==> src/rtl/spdd_pkg.sv <==
// spdd_pkg: shared widths, register index codes and bundle types for the
// steering pid differential drive block
// no dependencies
package spdd_pkg;

   // field widths
   localparam int SAMPLE_W   = 16;
   localparam int GAIN_W     = 16;
   localparam int LIMIT_W    = 15;
   localparam int ERR_W      = 17;   // setpoint - sample, exact
   localparam int EP_W       = 18;   // e0 - e1
   localparam int ED_W       = 19;   // e0 - 2*e1 + e2
   localparam int ADJ_W      = 16;
   localparam int SPEED_W    = 17;

   // product and sum widths
   localparam int PROD_P_W   = GAIN_W + EP_W;
   localparam int PROD_I_W   = GAIN_W + ERR_W;
   localparam int PROD_D_W   = GAIN_W + ED_W;
   localparam int SUM_W      = PROD_D_W + 2;

   // ports
   localparam int CSR_ADDR_W = 3;
   localparam int CSR_DATA_W = 16;
   localparam int RSP_DATA_W = 56;

   typedef enum logic [CSR_ADDR_W-1:0] {
      CSR_GAIN_PROP  = 3'd0,
      CSR_GAIN_INTEG = 3'd1,
      CSR_GAIN_DERIV = 3'd2,
      CSR_OUT_LIMIT  = 3'd3,
      CSR_SETPOINT   = 3'd4,
      CSR_BASE_SPEED = 3'd5
   } csr_index_type;

   typedef struct packed {
      logic signed [GAIN_W-1:0] prop;
      logic signed [GAIN_W-1:0] integ;
      logic signed [GAIN_W-1:0] deriv;
   } gain_type;

   typedef struct packed {
      logic signed [PROD_P_W-1:0] prop;
      logic signed [PROD_I_W-1:0] integ;
      logic signed [PROD_D_W-1:0] deriv;
   } prod_type;

endpackage

==> src/rtl/spdd_err.sv <==
// spdd_err: sample input register, error history and gain product register
// depends on spdd_pkg
module spdd_err (
   input  logic                                clock,
   input  logic                                reset,
   input  spdd_pkg::gain_type                  gains,
   input  logic signed [spdd_pkg::SAMPLE_W-1:0] setpoint,
   input  logic                                in_valid,
   output logic                                in_ready,
   input  logic signed [spdd_pkg::SAMPLE_W-1:0] in_sample,
   output logic                                prod_valid,
   input  logic                                prod_ready,
   output spdd_pkg::prod_type                  prod
);
   import spdd_pkg::*;

   logic                       smp_valid_ff, smp_valid_in;
   logic signed [SAMPLE_W-1:0] sample_ff;
   logic signed [ERR_W-1:0]    err1_ff, err1_in;
   logic signed [ERR_W-1:0]    err2_ff, err2_in;
   logic                       prod_valid_ff, prod_valid_in;
   prod_type                   prod_ff, prod_in;

   logic                       en_smp, en_prod, advance;
   logic signed [ERR_W-1:0]    e0;
   logic signed [EP_W-1:0]     ep;
   logic signed [ED_W-1:0]     ed;

   // stage enables: a stage loads when empty or when its content moves on
   assign en_prod  = !prod_valid_ff || prod_ready;
   assign en_smp   = !smp_valid_ff || en_prod;
   assign advance  = smp_valid_ff && en_prod;
   assign in_ready = en_smp;

   always_comb begin
      e0 = ERR_W'(setpoint) - ERR_W'(sample_ff);
      ep = EP_W'(e0) - EP_W'(err1_ff);
      ed = ED_W'(e0) - (ED_W'(err1_ff) <<< 1) + ED_W'(err2_ff);

      prod_in.prop  = gains.prop  * ep;
      prod_in.integ = gains.integ * e0;
      prod_in.deriv = gains.deriv * ed;

      smp_valid_in  = en_smp ? in_valid : smp_valid_ff;
      prod_valid_in = en_prod ? smp_valid_ff : prod_valid_ff;
      err1_in       = advance ? e0 : err1_ff;
      err2_in       = advance ? err1_ff : err2_ff;
   end

   always_ff @(posedge clock) begin
      if (reset) begin
         smp_valid_ff  <= 1'b0;
         prod_valid_ff <= 1'b0;
         err1_ff       <= '0;
         err2_ff       <= '0;
      end else begin
         smp_valid_ff  <= smp_valid_in;
         prod_valid_ff <= prod_valid_in;
         err1_ff       <= err1_in;
         err2_ff       <= err2_in;
      end
   end

   always_ff @(posedge clock) begin
      if (en_smp && in_valid) begin
         sample_ff <= in_sample;
      end
      if (advance) begin
         prod_ff <= prod_in;
      end
   end

   assign prod_valid = prod_valid_ff;
   assign prod       = prod_ff;

endmodule

==> src/rtl/spdd_mix.sv <==
// spdd_mix: sum of products, floor shift, saturation and wheel speed mixing
// into the result register; depends on spdd_pkg
module spdd_mix #(
   parameter int GAIN_FRAC_BITS = 12
) (
   input  logic                                 clock,
   input  logic                                 reset,
   input  logic        [spdd_pkg::LIMIT_W-1:0]  out_limit,
   input  logic signed [spdd_pkg::SAMPLE_W-1:0] base_speed,
   input  logic                                 prod_valid,
   output logic                                 prod_ready,
   input  spdd_pkg::prod_type                   prod,
   output logic                                 out_valid,
   input  logic                                 out_ready,
   output logic signed [spdd_pkg::ADJ_W-1:0]    out_adj,
   output logic signed [spdd_pkg::SPEED_W-1:0]  out_left,
   output logic signed [spdd_pkg::SPEED_W-1:0]  out_right
);
   import spdd_pkg::*;

   logic                      rsp_valid_ff, rsp_valid_in;
   logic signed [ADJ_W-1:0]   adj_ff, adj_in;
   logic signed [SPEED_W-1:0] left_ff, left_in;
   logic signed [SPEED_W-1:0] right_ff, right_in;

   logic                      load;
   logic signed [SUM_W-1:0]   sum, sum_sh, lim_pos, lim_neg;

   assign prod_ready = !rsp_valid_ff || out_ready;
   assign load       = prod_ready && prod_valid;

   always_comb begin
      sum = SUM_W'($signed(prod.prop)) + SUM_W'($signed(prod.integ))
          + SUM_W'($signed(prod.deriv));
      // arithmetic shift floors toward minus infinity
      sum_sh  = sum >>> GAIN_FRAC_BITS;
      lim_pos = $signed(SUM_W'(out_limit));
      lim_neg = -lim_pos;
      if (sum_sh > lim_pos) begin
         adj_in = ADJ_W'(lim_pos);
      end else if (sum_sh < lim_neg) begin
         adj_in = ADJ_W'(lim_neg);
      end else begin
         adj_in = ADJ_W'(sum_sh);
      end
      left_in      = SPEED_W'(base_speed) + SPEED_W'(adj_in);
      right_in     = SPEED_W'(base_speed) - SPEED_W'(adj_in);
      rsp_valid_in = prod_ready ? prod_valid : rsp_valid_ff;
   end

   always_ff @(posedge clock) begin
      if (reset) begin
         rsp_valid_ff <= 1'b0;
      end else begin
         rsp_valid_ff <= rsp_valid_in;
      end
   end

   always_ff @(posedge clock) begin
      if (load) begin
         adj_ff   <= adj_in;
         left_ff  <= left_in;
         right_ff <= right_in;
      end
   end

   assign out_valid = rsp_valid_ff;
   assign out_adj   = adj_ff;
   assign out_left  = left_ff;
   assign out_right = right_ff;

endmodule

==> src/rtl/steering_pid_differential_drive.sv <==
// steering_pid_differential_drive: incremental pid steering controller with
// differential wheel mixing; top level with control registers
// depends on spdd_pkg, spdd_err, spdd_mix
// an accepted req beat passes through the sample, product and result registers
// in that order to its rsp beat; throughput: one sample per cycle while rsp_tready
// holds, set by the three-stage register pipeline
// reset: synchronous, active high; clears pipeline valids and error history,
// loads register defaults (gains 4096/2048/410, limit 300, setpoint 0, base 50)
module steering_pid_differential_drive #(
   parameter int GAIN_FRAC_BITS = 12
) (
   input  logic                                  clock,
   input  logic                                  reset,
   // control register write port
   input  logic                                  csr_wen,
   input  logic [spdd_pkg::CSR_ADDR_W-1:0]       csr_addr,
   input  logic [spdd_pkg::CSR_DATA_W-1:0]       csr_wdata,
   // sample stream
   input  logic                                  req_tvalid,
   output logic                                  req_tready,
   input  logic [spdd_pkg::SAMPLE_W-1:0]         req_tdata,  // [15:0] position_sample
   // result stream
   output logic                                  rsp_tvalid,
   input  logic                                  rsp_tready,
   // [15:0] adjustment, [32:16] left_speed, [49:33] right_speed, [55:50] zero
   output logic [spdd_pkg::RSP_DATA_W-1:0]       rsp_tdata
);
   import spdd_pkg::*;

   // control registers
   gain_type                   gains_ff;
   logic        [LIMIT_W-1:0]  out_limit_ff;
   logic signed [SAMPLE_W-1:0] setpoint_ff;
   logic signed [SAMPLE_W-1:0] base_speed_ff;

   // error stage to mix stage
   logic                       prod_valid, prod_ready;
   prod_type                   prod;

   logic signed [ADJ_W-1:0]    adj;
   logic signed [SPEED_W-1:0]  left_speed, right_speed;

   // register writes; unknown index is dropped
   always_ff @(posedge clock) begin
      if (reset) begin
         gains_ff.prop  <= 16'sd4096;
         gains_ff.integ <= 16'sd2048;
         gains_ff.deriv <= 16'sd410;
         out_limit_ff   <= 15'd300;
         setpoint_ff    <= '0;
         base_speed_ff  <= 16'sd50;
      end else if (csr_wen) begin
         unique case (csr_index_type'(csr_addr))
            CSR_GAIN_PROP:  gains_ff.prop  <= $signed(csr_wdata);
            CSR_GAIN_INTEG: gains_ff.integ <= $signed(csr_wdata);
            CSR_GAIN_DERIV: gains_ff.deriv <= $signed(csr_wdata);
            CSR_OUT_LIMIT:  out_limit_ff   <= csr_wdata[LIMIT_W-1:0];
            CSR_SETPOINT:   setpoint_ff    <= $signed(csr_wdata);
            CSR_BASE_SPEED: base_speed_ff  <= $signed(csr_wdata);
            default: ;
         endcase
      end
   end

   // error forming, history and gain products
   spdd_err u_err (
      .clock      (clock),
      .reset      (reset),
      .gains      (gains_ff),
      .setpoint   (setpoint_ff),
      .in_valid   (req_tvalid),
      .in_ready   (req_tready),
      .in_sample  ($signed(req_tdata)),
      .prod_valid (prod_valid),
      .prod_ready (prod_ready),
      .prod       (prod)
   );

   // sum, floor shift, clamp and wheel mixing
   spdd_mix #(
      .GAIN_FRAC_BITS (GAIN_FRAC_BITS)
   ) u_mix (
      .clock      (clock),
      .reset      (reset),
      .out_limit  (out_limit_ff),
      .base_speed (base_speed_ff),
      .prod_valid (prod_valid),
      .prod_ready (prod_ready),
      .prod       (prod),
      .out_valid  (rsp_tvalid),
      .out_ready  (rsp_tready),
      .out_adj    (adj),
      .out_left   (left_speed),
      .out_right  (right_speed)
   );

   // pack result beat, lowest field first
   assign rsp_tdata = {
      (RSP_DATA_W - ADJ_W - 2*SPEED_W)'(0), right_speed, left_speed, adj
   };

   // adjustment never leaves the configured band
   a_adj_in_limit: assert property (@(posedge clock) disable iff (reset)
      rsp_tvalid |-> ($signed(adj) <= $signed({1'b0, out_limit_ff})
                   && $signed(adj) >= -$signed({1'b0, out_limit_ff})))
      else $error("adjustment outside saturation band");

   // wheel speeds stay symmetric around base speed
   a_speed_sym: assert property (@(posedge clock) disable iff (reset)
      rsp_tvalid |-> (18'(left_speed) + 18'(right_speed)
                      == 18'(base_speed_ff) + 18'(base_speed_ff)))
      else $error("wheel speeds not symmetric around base");

   // pipeline is empty on the first cycle out of reset
   a_empty_after_reset: assert property (@(posedge clock)
      (!reset && $past(reset)) |-> !rsp_tvalid && !prod_valid)
      else $error("pipeline not empty after reset");

endmodule
==> config.mk <==
export PLATFORM = sky130hd
export DESIGN_NAME = steering_pid_differential_drive
export DESIGN_NICKNAME = d
export VERILOG_FILES = /design/src/rtl/spdd_pkg.sv /design/src/rtl/spdd_err.sv /design/src/rtl/spdd_mix.sv /design/src/rtl/steering_pid_differential_drive.sv
export SDC_FILE = /design/constraint.sdc
export NUM_CORES = 2
export LEC_CHECK = 0
export ABC_AREA = 0
export BUFFER_PORTS_ARGS = -buffer_cell sky130_fd_sc_hd__buf_4
export CORE_UTILIZATION = 35
export DETAILED_ROUTE_END_ITERATION = 10
export PLACE_DENSITY = 0.57
export SLEW_MARGIN = 10
export SYNTH_ARGS = -nofsm -noshare
export SYNTH_HDL_FRONTEND = slang
export SYNTH_HIERARCHICAL = 1
export SYNTH_SLANG_ARGS = --single-unit
==> constraint.sdc <==
create_clock -name clock -period 21.5 [get_ports clock]
set_clock_uncertainty 0.15 [all_clocks]
set_input_delay 2.15 -clock clock [delete_from_list [all_inputs] [get_ports clock]]
set_output_delay 2.15 -clock clock [all_outputs]
set_load 0.03 [all_outputs]
==> impl_results.md <==
* CP arrival at 11.43 ns
* Final worst-path cycle share at 0.525
* WS Path Type: reg2reg
* HP Class: reg2reg
* Total number of vias at 36,400
* Router iterations before antenna repair at 8
* Slew Viols, Final at 0
* Layout Area Growth over Synthesis at 7.95%
* Share of cells above drive strength 1 at 0.0511
* Global-route wire length before repair at around 220,000 um
* Final WS setup at just over 10 ns
* R2R cell count at 40
* Std-Cell Rows at 139
* CTS buffer count at 34
* Count of different cell masters after synthesis at 98
* Period minus WS final at 11.29 ns
* Starting Density at 0.354
* Post-DRT Antenna Nets at 0
* Die Ht at about 380 um
* Total congestion overflow at 0
* CP max stage cell: fa_1
* Wire length per cell at 19.1 um
* Number of enable flip-flop cells after synthesis at 167
* Htree depth at 2
* Total negative slack at 0 ns
* Min-Delay Path Depth at 2
* Detailed Route WL at about 140,000 um
* Layout fillers at 14,400
* Clk sink count at ~300
* Post-layout util at 0.382
* Status: complete, but fails checks
* Most used DFF post-synth: edfxtp_1
* Required @ worst endpoint at roughly 22 ns
* Post-synthesis register bit count at 299
* RePlAce Congestion at 0.875
* Placement Setup Slack at 10.30 ns
* Largest net degree at the start of global routing at 85
* Sequential-to-total area share from yosys stat at 0.151
* Clock Latency Late Sink at 0.56 ns
* Reg clk slew, reported paths at 0.07 ns
* Die area at 0.147 mm2
* Slew @ Worst Pin at 1.17 ns
* Most used cell, CP: fa_1
* Final setup fails at 0
* Nets@finish at 6,816
* Async SR Flop Fraction at 0
* CTS tree: built
* GRT Overall Usage at 0.195
* Synthesized cell area at 0.0509 mm2
* Core Box Area at about 0.14 mm2
* Max Cap Viol at 0
* Failing checks: design-rule violations
* Crit. End Element: register
* I/O pins at 98
* HPWL after detailed placement at 110,000 um
* Number of global-route vias before repair at 38,200
* Vias per cell at 4.95
* Unrepaired setup endpoints after global routing: false
* Rel. slew slack at 0.221
* Mapped Cells at between 5,000 and 6,000
* FMAX at between 80 and 90 MHz
* Initial DRC count at 2,148
* Hold Buf Count CTS at 0
* CTS-repair resized insts at 0
* CTS Buffer Depth at 3
* Post-CTS Setup Inserts at 0
* Initial antenna violation count at 12
* Root Buffer: clkbuf_16
* Final Hold Fails at 0
* Max stage delay on crit path at roughly 0.73 ns
* Drt drc at 28
* Synthesis warning total at 6
* Syn_area_per_cell at about 9.4 um2
* Die width at 383 um
* Startpoint types: register
* CP max FO at 20
* PortBufs at 91
worst max-delay path, delay by kind of cell (launching register included):
kind	cells	cell delay, ns
DFF	1	0.31
adders and majority gates	10	4.46
buffers and inverters	7	0.92
xor gates and xnor gates	5	1.07
and+or+nand+nor	6	1.26
AOI/OAI and AO/OA	12	2.82
cell families (layout without fill, tap and decap cells):
kind of cell / Yosys count / in the layout / share of synthesized area
AND/OR/NAND/NOR: 1547 / 1547 / 0.150
adder cells (fa/ha/maj): 1348 / 1348 / 0.467
buffers and inverters: 1314 / 1346 / 0.0990
AO/OA/AOI/OAI: 590 / 590 / 0.0750
flip-flops: 299 / 299 / 0.151
XOR/XNOR: 205 / 205 / 0.0353
multiplexers: 115 / 115 / 0.0230
other: 1 / 8 / 0.0000737
worst paths after layout:
| check | startpoint | to | slack (ns) |
|---|---|---|---|
| worst max register to register | setpoint_ff[0]$_SDFFE_PP0P_ | u_err/prod[34]$_DFFE_PP_ | 10.21 |
| worst min register to register | u_err/err1_ff[13]$_SDFFE_PP0P_ | u_err/err2_ff[13]$_SDFFE_PP0P_ | 0.29 |
| worst min-delay path | u_err/err1_ff[13]$_SDFFE_PP0P_ | u_err/err2_ff[13]$_SDFFE_PP0P_ | 0.29 |
| worst max-delay path | setpoint_ff[0]$_SDFFE_PP0P_ | u_err/prod[34]$_DFFE_PP_ | 10.21 |
cell usage in the layout, fill, tap and decap left out, drive strengths merged, types with 28 or more instances in the layout:
cell type / netlist / routed
dfxtp: 132 / 132
nor2: 195 / 195
xnor2: 164 / 164
ha: 427 / 427
clkbuf: 164 / 48
and2: 298 / 298
o21a: 28 / 28
nand3: 47 / 47
nor3: 45 / 45
nor2b: 72 / 72
buf: 39 / 173
fa: 919 / 919
mux2i: 104 / 104
edfxtp: 167 / 167
inv: 1111 / 1113
o21ai: 112 / 112
xor2: 41 / 41
a21o: 66 / 66
nand2: 626 / 626
a21oi: 192 / 192
nand2b: 162 / 162
synth_stat cells (all sizes together), types with 6 or more instances:
| cell | number | share of area |
|---|---|---|
| a211oi | 25 | 0.0037 |
| a21boi | 10 | 0.0015 |
| a21o | 66 | 0.0097 |
| a21oi | 192 | 0.019 |
| a22o | 6 | 0.0010 |
| a22oi | 6 | 0.00089 |
| a31o | 6 | 0.0010 |
| a31oi | 17 | 0.0021 |
| and2 | 298 | 0.037 |
| and3 | 15 | 0.0018 |
| buf | 39 | 0.0049 |
| clkbuf | 164 | 0.012 |
| dfxtp | 132 | 0.052 |
| edfxtp | 167 | 0.099 |
| fa | 919 | 0.36 |
| ha | 427 | 0.11 |
| inv | 1111 | 0.082 |
| mux2 | 11 | 0.0026 |
| mux2i | 104 | 0.020 |
| nand2 | 626 | 0.046 |
| nand2b | 162 | 0.020 |
| nand3 | 47 | 0.0046 |
| nand4 | 18 | 0.0022 |
| nor2 | 195 | 0.014 |
| nor2b | 72 | 0.0089 |
| nor3 | 45 | 0.0044 |
| nor4 | 12 | 0.0019 |
| o2111ai | 6 | 0.0010 |
| o211ai | 13 | 0.0019 |
| o21a | 28 | 0.0041 |
| o21ai | 112 | 0.011 |
| o21bai | 24 | 0.0035 |
| o22ai | 8 | 0.00098 |
| o31ai | 15 | 0.0022 |
| or2 | 14 | 0.0017 |
| or3 | 13 | 0.0017 |
| or4 | 6 | 0.00096 |
| xnor2 | 164 | 0.028 |
| xor2 | 41 | 0.0071 |
area by class of cell:
cell class,count,area (um2),area share
sequential,299,7660,0.139
multi-input combinational,3811,38300,0.697
timing repair buffer,173,1300,0.0236
antenna,2,5.00,0.0000911
tap,1903,2380,0.0434
clock buffer,48,976,0.0178
clock inverter,14,130,0.00237
inverter,1111,4170,0.0760
registers in the layout, summed over array words and instances (netlist names), 15 cells and up:
| signal | cells |
|---|---|
| u_err/prod | 102 |
| out_limit_ff | 15 |
| u_err/err2_ff | 17 |
| u_err/sample_ff | 16 |
| u_mix/out_adj | 16 |
| u_mix/out_right | 16 |
| u_mix/out_left | 17 |
| gains_ff | 48 |
| setpoint_ff | 16 |
| u_err/err1_ff | 17 |
| base_speed_ff | 16 |
layer usage:
metal	GRT usage	routed length, um	up-vias
met5	0	0	-
met4	0.0459	3640	0
met3	0.0206	6750	163
met2	0.329	66800	870
met1	0.268	63400	18600
li1	-	-	16800
metrics by stage:
| step | hold slack [ns] | cells | instance area [um2] |
|---|---|---|---|
| 4_1_cts | 0.301 | 7359 | 54900 |
| 6_report | 0.295 | 7361 | 54900 |
| 2_1_floorplan | 0.273 | 5424 | 50900 |
| 3_5_place_dp | 0.292 | 7297 | 53800 |
| 5_1_grt | 0.315 | 7360 | 54900 |
| 3_3_place_gp | 0.286 | 7297 | 53800 |
Power is left out: the tool's default activity adds up to more than one toggle a clock period on the data nets, which glitch-free logic cannot reach.
